[src/rtl/bwlru_ram.sv]
`timescale 1ns / 1ps
`default_nettype none

module bwlru_ram #(
  parameter int WIDTH = 8,
  parameter int DEPTH = 32
) (
  input  logic                     clk_i,
  input  logic                     we_i,
  input  logic [$clog2(DEPTH)-1:0] waddr_i,
  input  logic [WIDTH-1:0]         wdata_i,
  input  logic                     re_i,
  input  logic [$clog2(DEPTH)-1:0] raddr_i,
  output logic [WIDTH-1:0]         rdata_o
);

  logic [WIDTH-1:0] mem_q [DEPTH];

  always_ff @(posedge clk_i) begin
    if (we_i) begin
      mem_q[waddr_i] <= wdata_i;
    end
    if (re_i) begin
      rdata_o <= mem_q[raddr_i];
    end
  end

endmodule

`default_nettype wire

[config.mk]
export PLATFORM = sky130hd
export DESIGN_NAME = bwlru_ram
export DESIGN_NICKNAME = d
export VERILOG_FILES = /design/src/rtl/bwlru_ram.sv
export SDC_FILE = /design/constraint.sdc
export NUM_CORES = 1
export LEC_CHECK = 0
export BUFFER_PORTS_ARGS = -buffer_cell sky130_fd_sc_hd__buf_4
export CAP_MARGIN = 25
export CORE_ASPECT_RATIO = 0.8
export CORE_UTILIZATION = 65
export DETAILED_ROUTE_END_ITERATION = 12
export GPL_ROUTABILITY_DRIVEN = 0
export MAX_ROUTING_LAYER = met4
export PLACE_DENSITY = 0.91
export SETUP_SLACK_MARGIN = 0.1
export SKIP_CTS_REPAIR_TIMING = 1
export SLEW_MARGIN = 0
export SYNTH_ARGS = -nofsm -noshare
export SYNTH_HDL_FRONTEND = slang
export SYNTH_SLANG_ARGS = --single-unit
export TNS_END_PERCENT = 100
[constraint.sdc]
create_clock -name clk_i -period 5.5 [get_ports clk_i]
set_input_delay 0 -clock clk_i [delete_from_list [all_inputs] [get_ports clk_i]]
set_output_delay 0 -clock clk_i [all_outputs]
set_load 0.005 [all_outputs]
==> results.yml, run 1 <==
global_route:
  grt_util_all_layers_pct: 29.8
  grt_pass1_wl_um: 31500
  antenna_found_initial: 0
  grt_max_degree: 65
  gr-total-overflow: 0
  grt_pass1_vias: 4632
critical_path:
  reg2reg_to: "rdata_o[7]"
  crit_start: "raddr_i[0]"
  crit_path_end_kind: "flip-flop"
  crit_type: "primary input to flip-flop"
  worstPathMaxFanout: 40
  startpoint_type: "primary input"
  arrival_ps: 2590
  r2r-start: "mem_q[21][7]"
  rrSetupSlack_ps: 3530
  cp-endpoint: "rdata_o[0]"
  cp_data_required_time_ps: 5770
  r2r_cells: 3
finish:
  finalNetCount: 483
  num-fill-cells: 785
  drive_gt1_share_pct: 32.3
  diodes: 0
  area_delta_synth_final_pct: 12.2
  design_area_sq_um: 11400
die:
  ios: 29
  coreArea_sq_um: 15100
  die_w_um: 142
  die_y_um: 114
  start_util_pct: 67.0
  fp.dieArea_sq_um: 16100
  rows: 40
pwr:
  ir_worst_vdd_mv: 0.294
  powerDensity_nw_per_um2: 361
  leakagePower_nw: 3.53
route:
  drtIter0Drc: 574
  vias_per_cell: 6.73
  drc_errors: 0
  wl_um: 21700
  detail-route-antenna-nets: 0
  drtPass1Iterations: 5
  vias: 4645
  wire_per_inst_um: 31.4
timing:
  worstMarginPinSlew_ps: 953
  maxSlewHeadroom_pct: 36.2
  finalSetupTns_ps: 0
  rsz0062_at_grt: "false"
  fmax_mhz: 432
  min_period_over_period_pct: 42.1
  min_period_ps: 2320
  setup_viol: 0
  drv_slew: 0
  hold_viol: 0
  fin_skew_ps: 12.1
yosys:
  synth_area_sq_um: 10100
  netlist.area_leader.share_pct: 78.2
  async_reset_ff_share_pct: 0
  synth_seq_cells: 264
  synth-main-ff-cell: "edfxtp_1"
  synth_edf_count: 264
  synth_area_leaders: "edfxtp_1 (78%), mux4_2 (18%), nor2_1 (1.2%), mux2_2 (0.89%), buf_4 (0.44%)"
  syn_inst: 417
  seq_area_frac_synth_pct: 78.2
  synth.distinct_cells: 14
  synth_nets: 438
  synth_area_per_cell_sq_um: 24.3
  synth_most_common_cell: "edfxtp_1"
  ys_warn_count: 0
  synth_commonest_cells: "edfxtp_1 (264), mux4_2 (80), nor2_1 (33)"
  synth_largest_area_cell: "edfxtp_1"
placement:
  portBuffers: 28
  dpl.hpwl_um: 12600
  dpl-instance-area_sq_um: 10500
clock_tree:
  clock_path_buffers: 3
  clock_latency_ps: 520
  numCtsBuffers: 24
  clk_pin_slew_ps: 70
  htreeDepth: 1
  cts_root_buf: "clkbuf_16"
  cts_tree: "built"
  clock-sinks: 264
job:
  drv_cap: 0
run_status:
  status: "complete, no violations"
min_path:
  hold_path.class: "primary input to flip-flop"
==> worst max-delay path: stages <==
cell and delay (ps):
buf_4 600, buf_4 570, mux4_2 600, mux4_2 520, mux2_2 280
==> stage by stage <==
step	cells	power (mW)	hold slack (ps)	worst slack, ps	util, %
finish	690	4.11	178	3180	75.3
global route	690	4.20	172	2970	75.3
CTS	680	4.11	-197	3090	74.6
detailed placement	636	2.51	332	2610	69.5
global placement	636	2.49	334	2650	69.5
floorplan	417	2.41	98.9	3560	-
==> worst min path at each step <==
stage,from,end,slack (ps),depth (start not counted)
after floorplan,wdata_i[0],mem_q[0][0],100,0
after global placement,re_i,rdata_o[1],330,1
after detailed placement,re_i,rdata_o[1],330,1
after CTS,re_i,rdata_o[4],-200,1
after global routing,raddr_i[4],rdata_o[4],170,3
final,waddr_i[3],mem_q[16][0],180,3
==> kinds of logic (layout without fill, tap and decap cells) <==
family	after synthesis	after routing	share of synthesized area, %
mux	88	88	18.7
flops	264	264	78.2
buf+inv	20	83	1.05
simple gates	45	45	2.05
==> metal layers <==
layer	up-vias	share of wire, %	GRT usage [%]
li1	1875	-	-
met1	2424	39	43.5
met2	309	47	43.9
met3	37	12	7.30
met4	0	2.0	6.74
met5	-	0	-
==> area by class of cell <==
| class | count | area, sq um | share of cell area [%] |
|---|---|---|---|
| clock buffer | 31 | 648 | 5.70 |
| clock inverter | 13 | 119 | 1.04 |
| multi-input combinational | 133 | 2100 | 18.5 |
| sequential | 264 | 7930 | 69.7 |
| tap | 210 | 263 | 2.31 |
| timing repair buffer | 39 | 318 | 2.79 |
==> registers in the layout, indices dropped and copies added (netlist names) <==
name,cells
rdata_o,8
mem_q,256
==> power breakdown <==
group / total (mW) / internal [mW] / switching (mW) / leakage, nW
sequential: 2.26 / 2.24 / 0.0111 / 2.38
combinational: 0.216 / 0.0974 / 0.119 / 0.774
clock: 1.63 / 0.928 / 0.706 / 0.368
==> cell usage in the layout (no fill, tap or decap) <==
cell type,count
edfxtp_1,264
nand3b_1,5
or3b_2,3
clkbuf_1,6
clkinv_1,3
or3_1,1
clkinv_2,5
nor2_1,33
nand2_1,1
clkinvlp_4,3
buf_4,29
mux4_2,80
bufinv_16,2
mux2_2,8
clkbuf_16,25
dlygate4sd3_1,10
nand3_1,2
No activity file was read; power rests on OpenSTA's default activity.
==> run 2: changes to the inputs <==
--- a/config.mk
+++ b/config.mk
@@ -5,14 +5,15 @@
 export SDC_FILE = /design/constraint.sdc
 export NUM_CORES = 1
 export LEC_CHECK = 0
+export ABC_AREA = 1
 export BUFFER_PORTS_ARGS = -buffer_cell sky130_fd_sc_hd__buf_4
 export CAP_MARGIN = 25
 export CORE_ASPECT_RATIO = 0.8
-export CORE_UTILIZATION = 65
+export CORE_UTILIZATION = 62
 export DETAILED_ROUTE_END_ITERATION = 12
 export GPL_ROUTABILITY_DRIVEN = 0
 export MAX_ROUTING_LAYER = met4
-export PLACE_DENSITY = 0.91
+export PLACE_DENSITY = 0.87
 export SETUP_SLACK_MARGIN = 0.1
 export SKIP_CTS_REPAIR_TIMING = 1
 export SLEW_MARGIN = 0
==> constraint.sdc (replaced) <==
create_clock -name clk_i -period 2.35 [get_ports clk_i]
set_input_delay 0 -clock clk_i [delete_from_list [all_inputs] [get_ports clk_i]]
set_output_delay 0 -clock clk_i [all_outputs]
set_load 0.005 [all_outputs]
==> run 2 against run 1 <==
  * Wire length is 15% higher
  * Critical path type is now flip-flop to flip-flop
  * Register-to-register slack worse by 2500 ps
  * Design area increased by 6.2%
  * Setup slack worse by 2200 ps
  * Final cell count up 74%
  * Area after synthesis up 7.2%
  * Largest cell class unchanged
  * Via count up 55%
  * Sequential power is 130% higher
  * Global-route usage rose by 0.18 points
==> results.yml, run 2 <==
run_status:
  status: "complete, no violations"
yosys:
  ys_warn_count: 0
  synth_area_sq_um: 10900
  synth.distinct_cells: 11
  synth_edf_count: 264
  synth_seq_cells: 264
  synth_nets: 943
  synth_area_leaders: "edfxtp_1 (73%), nand2_1 (12%), nand3_1 (9.4%), buf_6 (2.5%), nor2_1 (1.1%)"
  netlist.area_leader.share_pct: 73.0
  synth_area_per_cell_sq_um: 11.8
  synth-main-ff-cell: "edfxtp_1"
  async_reset_ff_share_pct: 0
  seq_area_frac_synth_pct: 73.0
  syn_inst: 922
  synth_largest_area_cell: "edfxtp_1"
  synth_commonest_cells: "nand2_1 (360), edfxtp_1 (264), nand3_1 (204)"
  synth_most_common_cell: "nand2_1"
finish:
  area_delta_synth_final_pct: 11.2
  num-fill-cells: 1084
  largest_reg_flops: 256
  drive_gt1_share_pct: 9.80
  final_cell_mix: "nand2_1 (360), edfxtp_1 (264), nand3_1 (204)"
  final_cells: 1200
  finalNetCount: 984
  final_common_cell: "nand2_1"
  regMostFlops: "mem_q"
  diodes: 0
  reg.largest.list: "mem_q (256), rdata_o (8)"
pwr:
  powerDensity_nw_per_um2: 804
  leakagePower_nw: 4.51
  ir_worst_vdd_mv: 0.630
job:
  drv_cap: 0
die:
  coreArea_sq_um: 16800
  start_util_pct: 64.6
  die_y_um: 120
  fp.dieArea_sq_um: 18100
  die_w_um: 150
  rows: 42
  ios: 29
global_route:
  gr-total-overflow: 0
  grt_pass1_wl_um: 38900
  grt_pass1_vias: 6924
  grt_max_degree: 71
  antenna_found_initial: 0
  grt_util_all_layers_pct: 30.0
timing:
  finalSetupTns_ps: 0
  fin_skew_ps: 7.08
  setup_viol: 0
  min_period_ps: 1330
  min_period_over_period_pct: 56.5
  hold_viol: 0
  worstMarginPinSlew_ps: 901
  drv_slew: 0
  maxSlewHeadroom_pct: 39.7
  fmax_mhz: 754
  rsz0062_at_grt: "false"
critical_path:
  crit_path_end_kind: "flip-flop"
  startpoint_type: "flip-flop"
  worstPathMaxFanout: 1
  cp_data_required_time_ps: 2620
  arrival_ps: 1590
  crit_type: "flip-flop to flip-flop"
clock_tree:
  clk_pin_slew_ps: 60
  numCtsBuffers: 25
  cts_tree: "built"
  clock-sinks: 264
  clock_path_buffers: 3
  htreeDepth: 1
  cts_root_buf: "clkbuf_16"
  clock_latency_ps: 510
route:
  wl_um: 24800
  vias_per_cell: 6.02
  drc_errors: 0
  vias: 7218
  drtIter0Drc: 963
  drtPass1Iterations: 5
  detail-route-antenna-nets: 0
  wire_per_inst_um: 20.7
placement:
  dp_cells: 1146
  dpl.hpwl_um: 14600
  portBuffers: 28
min_path:
  hold_path.class: "primary input to flip-flop"
-- run 2: power breakdown --
part	total, mW	switching (mW)	internal [mW]	leakage [nW]
Combinational	0.639	0.451	0.187	1.74
Sequential	5.28	0.0253	5.25	2.39
Clock	3.80	1.64	2.16	0.380
Total	9.72	2.12	7.60	4.51
-- run 2: final cells by class --
type                            instances  area (sq um)  area share [%]
Clock inverter                         17           135            1.12
Sequential cell                       264          7930            65.6
Multi-Input combinational cell        596          2490            20.6
Clock buffer                           27           633            5.24
Timing Repair Buffer                   66           583            4.82
Inverter                               10          38.8           0.321
Tap cell                              220           275            2.28
-- run 2: routing by layer --
layer | share of wire [%] | global-route usage, % | wire length (um)
met1 | 39 | 42.8 | 9680
met4 | 1.7 | 7.20 | 428
met2 | 47 | 45.5 | 11600
met5 | 0 | - | 0
met3 | 12 | 5.40 | 3100
-- run 2: final timing paths --
check	to	slack, ps	startpoint	cells past startpoint
max	rdata_o[3]	1020	mem_q[29][3]	8
min reg2reg	rdata_o[2]	840	mem_q[8][2]	8
min	mem_q[26][1]	20	waddr_i[4]	3
max reg2reg	rdata_o[3]	1020	mem_q[29][3]	8
-- run 2: critical path, cell delays in order, from the launching register on --
cell	delay (ps)
edfxtp_1	370
nand2_1	80
nand3_1	140
nand3_1	130
nand2_1	80
nand2_1	100
nand2_1	70
nand2_1	60
nand2_1	60
-- run 2: cells by family (layout without fill, tap and decap cells) --
family                 after synthesis  in the layout  share of synthesized area [%]
buffers and inverters               62            120                           4.11
flip-flops                         264            264                           73.0
AND/OR/NAND/NOR                    596            596                           22.9
-- run 2: stage by stage --
stage          instance area (sq um)  hold WS, ps  util [%]  total power, mW  setup WS [ps]
2_1_floorplan                  10900         98.9         -             5.75           1320
3_3_place_gp                   11200          319      66.7             5.97            753
3_5_place_dp                   11200          313      66.7             5.99            682
4_1_cts                        12000         -215      71.3             9.71           1040
5_1_grt                        12100         53.0      71.9             9.97            917
6_report                       12100         17.2      71.9             9.72           1020
