<file path="config.mk">
export PLATFORM = sky130hd
export DESIGN_NAME = bwlru_cmp
export DESIGN_NICKNAME = d
export VERILOG_FILES = /design/src/rtl/bwlru_pkg.sv /design/src/rtl/bwlru_cmp.sv
export SDC_FILE = /design/constraint.sdc
export NUM_CORES = 1
export LEC_CHECK = 0
export ABC_AREA = 1
export BUFFER_PORTS_ARGS = -buffer_cell sky130_fd_sc_hd__buf_4
export CAP_MARGIN = 20
export CORE_MARGIN = 8
export CORE_UTILIZATION = 32
export DETAILED_ROUTE_END_ITERATION = 10
export GPL_ROUTABILITY_DRIVEN = 0
export PLACE_DENSITY = 0.8
export SYNTH_ARGS = -nofsm -noshare
export SYNTH_HDL_FRONTEND = slang
export SYNTH_SLANG_ARGS = --single-unit
</file>
<file path="constraint.sdc">
create_clock -name vclk -period 1.71
set_clock_uncertainty 0.15 [all_clocks]
set_input_delay 0.2565 -clock vclk [all_inputs]
set_output_delay 0.2565 -clock vclk [all_outputs]
set_load 0.03 [all_outputs]
</file>
<file path="src/rtl/bwlru_pkg.sv">
`timescale 1ns / 1ps
`default_nettype none

package bwlru_pkg;

  localparam int unsigned TIME_W  = 40;
  localparam int unsigned ROW_W   = 12;
  localparam int unsigned SIZE_W  = 32;
  localparam int unsigned STAMP_W = 48;
  localparam int unsigned SLOT_W  = 5;
  localparam int unsigned EVC_W   = 6;

  localparam logic [SIZE_W-1:0] CAP_RESET = 32'd134217728;

  typedef enum logic [1:0] {
    OP_LOOKUP = 2'd0,
    OP_INSERT = 2'd1,
    OP_CLEAR  = 2'd2,
    OP_NONE   = 2'd3
  } op_e;

  typedef enum logic {
    CMP_KEY   = 1'b0,
    CMP_STAMP = 1'b1
  } cmp_mode_e;

  typedef struct packed {
    logic [TIME_W-1:0]  time_ms;
    logic [ROW_W-1:0]   row;
    logic [SIZE_W-1:0]  size;
    logic [STAMP_W-1:0] stamp;
  } entry_t;

  typedef struct packed {
    cmp_mode_e          mode;
    logic               have_best;
    logic [STAMP_W-1:0] best_stamp;
    logic [TIME_W-1:0]  key_time;
    logic [ROW_W-1:0]   key_row;
  } cmp_req_t;

endpackage

`default_nettype wire

</file>
<file path="src/rtl/bwlru_cmp.sv">
`timescale 1ns / 1ps
`default_nettype none

module bwlru_cmp (
  input  bwlru_pkg::cmp_req_t req_i,
  input  bwlru_pkg::entry_t   entry_i,
  output logic                match_o
);

  always_comb begin
    unique case (req_i.mode)
      bwlru_pkg::CMP_KEY: begin
        match_o = (entry_i.time_ms == req_i.key_time) && (entry_i.row == req_i.key_row);
      end
      bwlru_pkg::CMP_STAMP: begin
        match_o = !req_i.have_best || (entry_i.stamp < req_i.best_stamp);
      end
      default: begin
        match_o = 1'b0;
      end
    endcase
  end

endmodule

`default_nettype wire

</file>
==> results of run 1 <==
==> logic make-up (layout without fill, tap and decap cells) <==
family | after synthesis | after routing | synth area share (%)
simple gates | 148 | 148 | 31.20
buf+inv | 100 | 309 | 18.43
compound gates | 55 | 55 | 15.48
fa+ha+maj | 47 | 47 | 28.87
xor+xnor | 14 | 14 | 6.020
==> cell type report <==
type	instances	area share (%)
Inverter	100	9.512
Multi-Input combinational cell	264	49.17
Tap cell	77	2.333
Timing Repair Buffer	209	38.99
==> layer usage <==
layer  part of all wire (%)  global-route usage, %  up-vias
met4                   0.74                  1.024        0
li1                       -                      -     1572
met3                     11                  5.148        6
met5                      0                      0        -
met2                     54                  37.83      134
met1                     34                  18.12     1303
==> cell usage after synthesis (all sizes together) <==
cell      n
o21ai    16
nand3b    1
nor4      4
nor3      4
ha       47
nand4     8
inv     100
a22o      2
o21bai    1
a211oi    3
o21a      2
xnor2    12
xor2      2
nor2     28
nand3     9
o22ai    10
nand2    93
a21o      2
or2       1
a21oi    19
==> timing repair <==
action,4_1_cts,5_1_grt
pin swaps,38,6
setup endpoints to repair,1,1
gates resized for setup,39,6
==> final timing paths <==
check	from	end	slack, ps	depth (start not counted)
worst max-delay path	entry_i[21]	match_o	-300	14
worst min-delay path	req_i[101]	match_o	690	4
==> power by group <==
| group | total, mW | switching (mW) | internal (mW) | leakage, nW |
|---|---|---|---|---|
| sequential | 0 | 0 | 0 | 0 |
| combinational | 0.936 | 0.377 | 0.559 | 2.36 |
| clock | 0 | 0 | 0 | 0 |
| total | 0.936 | 0.377 | 0.559 | 2.36 |
==> impl_results.md, run 1 <==
- Leak: 2.364 nW
- Syn Area/Cell: between 5 and 6 sq um
- RSZ-0062 raised after global routing: yes
- Max stage delay cell, worst path: ha_4
- Setup CP Type: primary input to output port
- Mapped Cells: 364
- Seq/Total Area, Yosys: 0%
- Most common cell after layout, fill and taps aside: buf_4
- Register area: 0 sq um
- Most frequent cells in the layout: buf_4 (198), nand2_1 (84), inv_1 (81), ha_4 (24), ha_1 (23)
- Hold Slack: between 600 and 700 ps
- Max stage delay on crit path: 230 ps
- Via count: 3,015
- Layout cells sized above 1: 47.47%
- Non-filler cells, final: 650
- Top delay family on crit path: simple AND/OR/NAND/NOR gates
- Core area: roughly 0.0062 sq mm
- Bufs and invs on worst path: 2
- Final core utilization: 66.18%
- Seq cells: 0
- Worst path required time: about 1300 ps
- Synth area leaders: ha_1 (29%), inv_1 (18%), nand2_1 (17%)
- Iteration-0 DRC Markers: 31
- DRC: 0
- Hold_buf cts: 0
- Crit path DAT: 1600 ps
- Setup_tns: -298.0 ps
- Fin crit share: 117.4%
- Slew Limit Fails: 0
- PwrDens: approximately 230 mW/mm^2
- Vias in the first global route: ~3.1k
- Pre-CTS WS: -415.0 ps
- Worst VDD drop: approximately 0.00013 V
- Fmax: 498.0 MHz
- Final setup fails: 1
- Endpoint class of the critical path: output port
- Initial antenna violation count: 0
- Synth warn: 0
- Std-Cell Rows: 29
- Initial Util: between 30% and 40%
- Yosys top cell area share: between 20 and 30%
- Final hold violations: 0
- Library cells used by synthesis: 25
- Drt first pass iters: 4
- Multi-input combinational cell area: 0.002031 sq mm
- GRT Overall Usage: roughly 18%
- Status: complete, but fails checks
- Area grow syn2layout: 102.8%
- Gr ovfl total: 0
- ANT cells: 0
- Final min period: between 2000 and 2500 ps
- Setup crit start kind: primary input
- Nets: between 800 and 900
- Total Power: ~0.94 mW
- Least-Margin Pin Slew: 378.6 ps
- Full die area: between 0.009 and 0.01 sq mm
- # clk buffers: 0
- Crit path max fanout: 2
- Failing checks: negative setup slack
- Fill cell count: between 500 and 600
- Worst setup margin: -298.0 ps
- Max Cap Viol: 0
- Inst Count DP: between 600 and 700
- Syn nets: about 650
- First-pass GRT wire length: 13,880 um
- Most frequent CP cell: nand2_1
- Post-CTS setup buffer count: 0
- Hpwl dp: around 8500 um
- Die Ht: about 96 um
- Mapped Area: roughly 0.002 sq mm
- DR vias/cell: between 4 and 5
- Die span in x: between 90 and 100 um
- Post-synth top area cell: ha_1
- WL/cell: about 14 um
- Input/output buffers: 203
- Worst rel slew slack: between 70% and 80%
- Sequence of cells on the critical path: buf_4, ha_4, a21oi_2, nor2_1, nor2_1, nand2_1, nand3_2, nand2_1, nor2_2, nand2_1, nand2_1, nand2_2, nand2_4, buf_6
- Hold/Removal Path Class: primary input to output port
- Top Ports: 235
- Design area: roughly 0.0041 sq mm
- Largest net degree at the start of global routing: 4
- Final ANT Viol Nets: 0
- Area after DPL: slightly below 0.004 sq mm
- Post-Route WL: just over 9000 um
(Power assumes the default switching activity.)
==> inputs of run 2 (changes only) <==
==> config.mk (replaced) <==
export PLATFORM = sky130hd
export DESIGN_NAME = bwlru_cmp
export DESIGN_NICKNAME = d
export VERILOG_FILES = /design/src/rtl/bwlru_pkg.sv /design/src/rtl/bwlru_cmp.sv
export SDC_FILE = /design/constraint.sdc
export NUM_CORES = 1
export LEC_CHECK = 0
export ABC_AREA = 1
export CAP_MARGIN = 20
export CORE_AREA = 8 8 86 88
export DETAILED_ROUTE_END_ITERATION = 10
export DIE_AREA = 0 0 94 96
export DONT_BUFFER_PORTS = 1
export GPL_ROUTABILITY_DRIVEN = 0
export SYNTH_ARGS = -nofsm -noshare
export SYNTH_HDL_FRONTEND = slang
export SYNTH_SLANG_ARGS = --single-unit
==> run 2 against run 1 <==
  * First-iteration DRC count shrank 3.2%
  * The run still ends with negative setup slack left
  * Hold slack lost 180 ps
  * Flip-flop and latch count is the same
  * Core utilization shrank 25 points
  * Die area shrank 1.6%
  * Wire length shrank 23%
  * Critical endpoint unchanged
  * Highest routed layer unchanged
  * Final cell count shrank 32%
  * Non-clock buffer count shrank 208
==> impl_results.md, run 2 (same netlist as run 1, synthesis figures left out) <==
- Status: complete, but fails checks
- Failing checks: negative setup slack
- Top delay family on crit path: simple AND/OR/NAND/NOR gates
- Area grow syn2layout: 24.39%
- Setup_tns: -170.9 ps
- Core area: about 0.0061 sq mm
- Bufs and invs on worst path: 1
- Total Power: between 0.5 and 0.6 mW
- Max stage delay cell, worst path: ha_4
- Max Cap Viol: 0
- First-pass GRT wire length: between 10,000 and 15,000 um
- # clk buffers: 0
- Clock power share: 0%
- Most common cell after layout, fill and taps aside: nand2_1
- Setup crit start kind: primary input
- Die span in x: ~94 um
- Hold/Removal Path Class: primary input to output port
- Critical path depth: 13
- Fin crit share: 110.0%
- Slew Limit Fails: 0
- Fill cell count: about 650
- Via count: about 2.2k
- Most frequent cells in the layout: nand2_1 (83), inv_1 (82), ha_1 (24), ha_4 (23), nor2_1 (22)
- Std-Cell Rows: 29
- Final setup fails: 1
- Max stage delay on crit path: roughly 260 ps
- Worst path required time: 1300 ps
- DR vias/cell: 4.991
- Final min period: ~1900 ps
- Vias in the first global route: roughly 2.3k
- Sw Share: 50.45%
- RSZ-0062 raised after global routing: yes
- Worst rel slew slack: between 80% and 90%
- Comb pwr share: 100.0%
- DRC: 0
- Register area: 0 sq um
- Largest net degree at the start of global routing: 4
- Post-Route WL: 7200 um
- Crit path max fanout: 3
- Hold path depth: 2
- Setup CP Type: primary input to output port
- Initial antenna violation count: 0
- Post-CTS setup buffer count: 0
- GRT Overall Usage: 13.85%
- Final hold violations: 0
- PwrDens: roughly 200 mW/mm^2
- Final core utilization: 41.56%
- Initial Util: approximately a third
- Nets: 648
- Die Ht: around 96 um
- Worst VDD drop: 0.0001180 V
- Reg power frac: 0%
- Top Ports: 235
- Iteration-0 DRC Markers: 30
- Least-Margin Pin Slew: ~290 ps
- WL/cell: between 15 and 20 um
- Most frequent CP cell: nand2_1
- Hpwl dp: around 6700 um
- Gr ovfl total: 0
- P_int: between 0.2 and 0.3 mW
- Endpoint class of the critical path: output port
- Crit path DAT: between 1000 and 1500 ps
- Fmax: ~530 MHz
- Switch Pwr: roughly 0.26 mW
- Leak: roughly 1.4 nW
- Hold_buf cts: 0
- Drt first pass iters: 4
- Design area: between 0.002 and 0.003 sq mm
- Full die area: 0.009024 sq mm
- Sequence of cells on the critical path: inv_8, ha_4, nand2_4, nor2_4, nand3_2, nor2_4, nand2_2, nor2_2, nand2_1, nand2_1, nand2_1, nand2_2, nand2_4
- Area after DPL: 0.002306 sq mm
- Seq cells: 0
- Final ANT Viol Nets: 0
- Input/output buffers: 0
- Layout cells sized above 1: 17.81%
- Worst setup margin: -170.9 ps
- ANT cells: 0
run 2: cell types whose count changed in the layout (fill, tap and decap cells not counted), moves of 2 or more:
| cell | change |
|---|---|
| inv_2 | -5 |
| a21oi_2 | +3 |
| buf_4 | -197 |
| buf_6 | -11 |
| a21oi_1 | -3 |
| inv_4 | +3 |
| nand2_2 | +2 |
run 2: metal layers:
layer	up-vias	global-route usage, %	part of all wire (%)
li1	1153	-	-
met1	925	15.15	37
met2	126	26.66	52
met3	2	4.134	11
met4	0	0.7926	0.49
met5	-	0	0
run 2: power groups by stage:
stage / Combinational [mW] / Sequential (mW) / Clock (mW)
final: 0.517 / 0 / 0
after global placement: 0.445 / 0 / 0
after floorplan: 0.375 / 0 / 0
after CTS: 0.485 / 0 / 0
after global routing: 0.601 / 0 / 0
after detailed placement: 0.455 / 0 / 0
run 2: stage by stage:
stage | cells | setup WS, ps | hold WS (ps)
6_report | 442 | -170.9 | 505.2
5_1_grt | 442 | -293.0 | 513.2
4_1_cts | 442 | -172.5 | 512.5
3_5_place_dp | 442 | -263.2 | 507.9
3_3_place_gp | 442 | -249.7 | 508.2
2_1_floorplan | 364 | -48.89 | 499.1
run 2: timing repair:
item,in CTS,in global routing
pin swaps,29,24
endpoints found under the setup margin,1,1
gates resized for setup,23,17
run 2: layout make-up:
type / count / area, sq um / area share (%)
multi-input cells: 264 / 2022 / 79.80
inverters: 100 / 407.9 / 16.10
well taps: 77 / 96.34 / 3.802
repair buffers: 1 / 7.507 / 0.2963
run 2: worst paths after layout:
kind                  startpoint  endpoint  slack, ps
worst min-delay path  req_i[101]   match_o        510
worst max-delay path   req_i[97]   match_o       -170
==> inputs of run 3 (changes only) <==
--- a/config.mk
+++ b/config.mk
@@ -5,11 +5,10 @@
 export SDC_FILE = /design/constraint.sdc
 export NUM_CORES = 1
 export LEC_CHECK = 0
-export ABC_AREA = 1
 export CAP_MARGIN = 20
-export CORE_AREA = 8 8 86 88
+export CORE_AREA = 8 8 85 87
 export DETAILED_ROUTE_END_ITERATION = 10
-export DIE_AREA = 0 0 94 96
+export DIE_AREA = 0 0 93 95
 export DONT_BUFFER_PORTS = 1
 export GPL_ROUTABILITY_DRIVEN = 0
 export SYNTH_ARGS = -nofsm -noshare
==> run 3 against run 2 <==
  * The flow still finishes with violations (negative setup slack)
  * Hold slack improved by 140 ps
  * Sequential share of layout area unchanged
  * Global-route usage increased by 0.12 points
  * Final cell count decreased by 25%
  * Synthesized area decreased by 13%
  * Synthesized cell count decreased by 33%
  * Final area decreased by 14%
  * Die area decreased by 2.1%
  * Critical path depth decreased by 5
  * Clock-buffer cell count unchanged
  * Maximum frequency decreased by 20%
  * Via count decreased by 19%
  * Critical path type unchanged
  * Largest power group unchanged
  * Highest routed layer unchanged
==> impl_results.md, run 3 <==
- Failing checks: negative setup slack
- Largest net degree at the start of global routing: 4
- Top-count cell post-synth: inv_1
- Endpoint class of the critical path: output port
- Via count: around 1.8k
- Layout cells sized above 1: ~16%
- DRC: 0
- Fin crit share: 137.7%
- Least-Margin Pin Slew: about 360 ps
- GRT Overall Usage: between 10% and 20%
- Non-filler cells, final: between 300 and 400
- Crit path max fanout: 2
- Fill cell count: just over 600
- Std-Cell Rows: 28
- Final setup fails: 1
- Most frequent cells in the layout: inv_1 (52), ha_1 (39), xor2_1 (28), nand4_1 (15), buf_4 (14)
- Mapped Cells: roughly 240
- # clk buffers: 0
- Worst VDD drop: slightly above 0.0001 V
- Register area: 0 sq um
- Post-Route WL: slightly below 7000 um
- Final hold violations: 0
- Worst Hold Launch: req_i[101]
- Yosys top cell area share: approximately a third
- Fmax: around 420 MHz
- Crit path DAT: ~2000 ps
- Input/output buffers: 0
- Setup CP Type: primary input to output port
- Sequence of cells on the critical path: ha_4, a211o_1, a31oi_2, o221ai_2, a221oi_2, a2111oi_4, o311ai_4, buf_12
- RSZ-0062 raised after global routing: yes
- First-pass GRT wire length: between 10,000 and 15,000 um
- ANT cells: 0
- Hpwl dp: approximately 6500 um
- Max Cap Viol: 0
- Hold_buf cts: 0
- Top Ports: 235
- Most common cell after layout, fill and taps aside: inv_1
- Leak: 1.099 nW
- Hold Slack: 641.7 ps
- Initial antenna violation count: 0
- Final min period: between 2000 and 2500 ps
- Hold path depth: 3
- Gr ovfl total: 0
- Top delay family on crit path: compound AO/OA/AOI/OAI gates
- Full die area: 0.008835 sq mm
- Status: complete, but fails checks
- Max stage delay on crit path: between 300 and 400 ps
- Worst setup margin: -645.4 ps
- PwrDens: 204.8 mW/mm^2
- Total Power: ~0.45 mW
- Syn nets: about 520
- Hold Path Sink: match_o
- Library cells used by synthesis: 35
- Syn Area/Cell: about 7.3 sq um
- Max stage delay cell, worst path: a221oi_2
- Die Ht: roughly 95 um
- Die span in x: roughly 93 um
- CP Launch Point: entry_i[2]
- Post-synth top area cell: ha_1
- Worst rel slew slack: 76.05%
- Nets: ~540
- WL/cell: 20.37 um
- Slew Limit Fails: 0
- DR vias/cell: between 5 and 6
- Synth area leaders: ha_1 (33%), xor2_1 (14%), inv_1 (12%)
- Most frequent cells after synthesis: inv_1 (59), ha_1 (47), xor2_1 (28)
- Seq cells: 0
- Area grow syn2layout: 22.65%
- Drt first pass iters: 4
- Synth warn: 0
- Final ANT Viol Nets: 0
- Setup crit start kind: primary input
- Hold/Removal Path Class: primary input to output port
- Mapped Area: around 0.0018 sq mm
- Inst Count DP: 331
- Initial Util: between 30% and 40%
- Vias in the first global route: between 1.5k and 2k
- Iteration-0 DRC Markers: 29
- Seq/Total Area, Yosys: 0%
- Bufs and invs on worst path: 1
- Worst path required time: approximately 1300 ps
- Core area: just under 0.006 sq mm
==> run 3: cell types whose count changed in the layout (fill, tap and decap cells not counted), moves of 6 or more <==
cell	change
o21ai_0	-14
inv_1	-30
nand2_1	-78
buf_4	+13
inv_2	-7
ha_4	-16
nor2_1	-16
a21o_1	+7
xor2_1	+26
ha_1	+15
nand4_1	+7
o22ai_1	-6
==> run 3: tightest hold or removal path, stage by stage <==
cell and delay (ps):
nand2b_1 70, o311ai_4 80, buf_12 120
==> run 3: worst max path at each step <==
| stage | end | cells after the start |
|---|---|---|
| final | match_o | 8 |
| after global routing | match_o | 9 |
| after CTS | match_o | 9 |
| after detailed placement | match_o | 10 |
| after global placement | match_o | 10 |
| after floorplan | match_o | 7 |
==> run 3: layout make-up <==
type	instances	area, sq um	area share (%)
timing repair buffer	15	125.1	5.754
inverter	59	236.5	10.87
tap	75	93.84	4.315
multi-input combinational	184	1719	79.06
==> run 3: repair_timing <==
action,CTS,global route
pin swaps,11,12
endpoints found under the hold margin,0,0
endpoints found under the setup margin,1,1
resized for setup,12,10
setup buffers,1,2
gates cloned,0,0
==> run 3: power breakdown <==
group | leakage (nW) | switching [mW] | internal, mW
combinational | 1.10 | 0.203 | 0.242
clock | 0 | 0 | 0
sequential | 0 | 0 | 0
==> run 3: routing by layer <==
layer / up-vias / part of all wire, % / track usage (%) / wire, um
met1: 781 / 41 / 17.32 / 2783
met3: 2 / 11 / 3.968 / 715
met2: 120 / 48 / 24.56 / 3266
li1: 889 / - / - / -
met5: - / 0 / 0 / 0
met4: 0 / 0.25 / 0.4027 / 17
==> run 3: logic make-up (layout without fill, tap and decap cells) <==
group	after synthesis	count (layout)	share of synthesized area (%)
compound gates	47	47	18.77
buf+inv	59	74	12.49
xor+xnor	40	40	19.76
fa+ha+maj	47	47	33.17
simple gates	50	50	15.81
==> run 3: through the flow <==
stage	util, %	setup slack (ps)	TNS, ps	instance area, sq um
finish	37.39	-645.4	-645.4	2175
global route	37.39	-737.8	-737.8	2175
CTS	36.21	-725.9	-725.9	2106
detailed placement	35.20	-809.6	-809.6	2047
global placement	35.20	-772.7	-772.7	2047
floorplan	-	-527.0	-527.0	1843
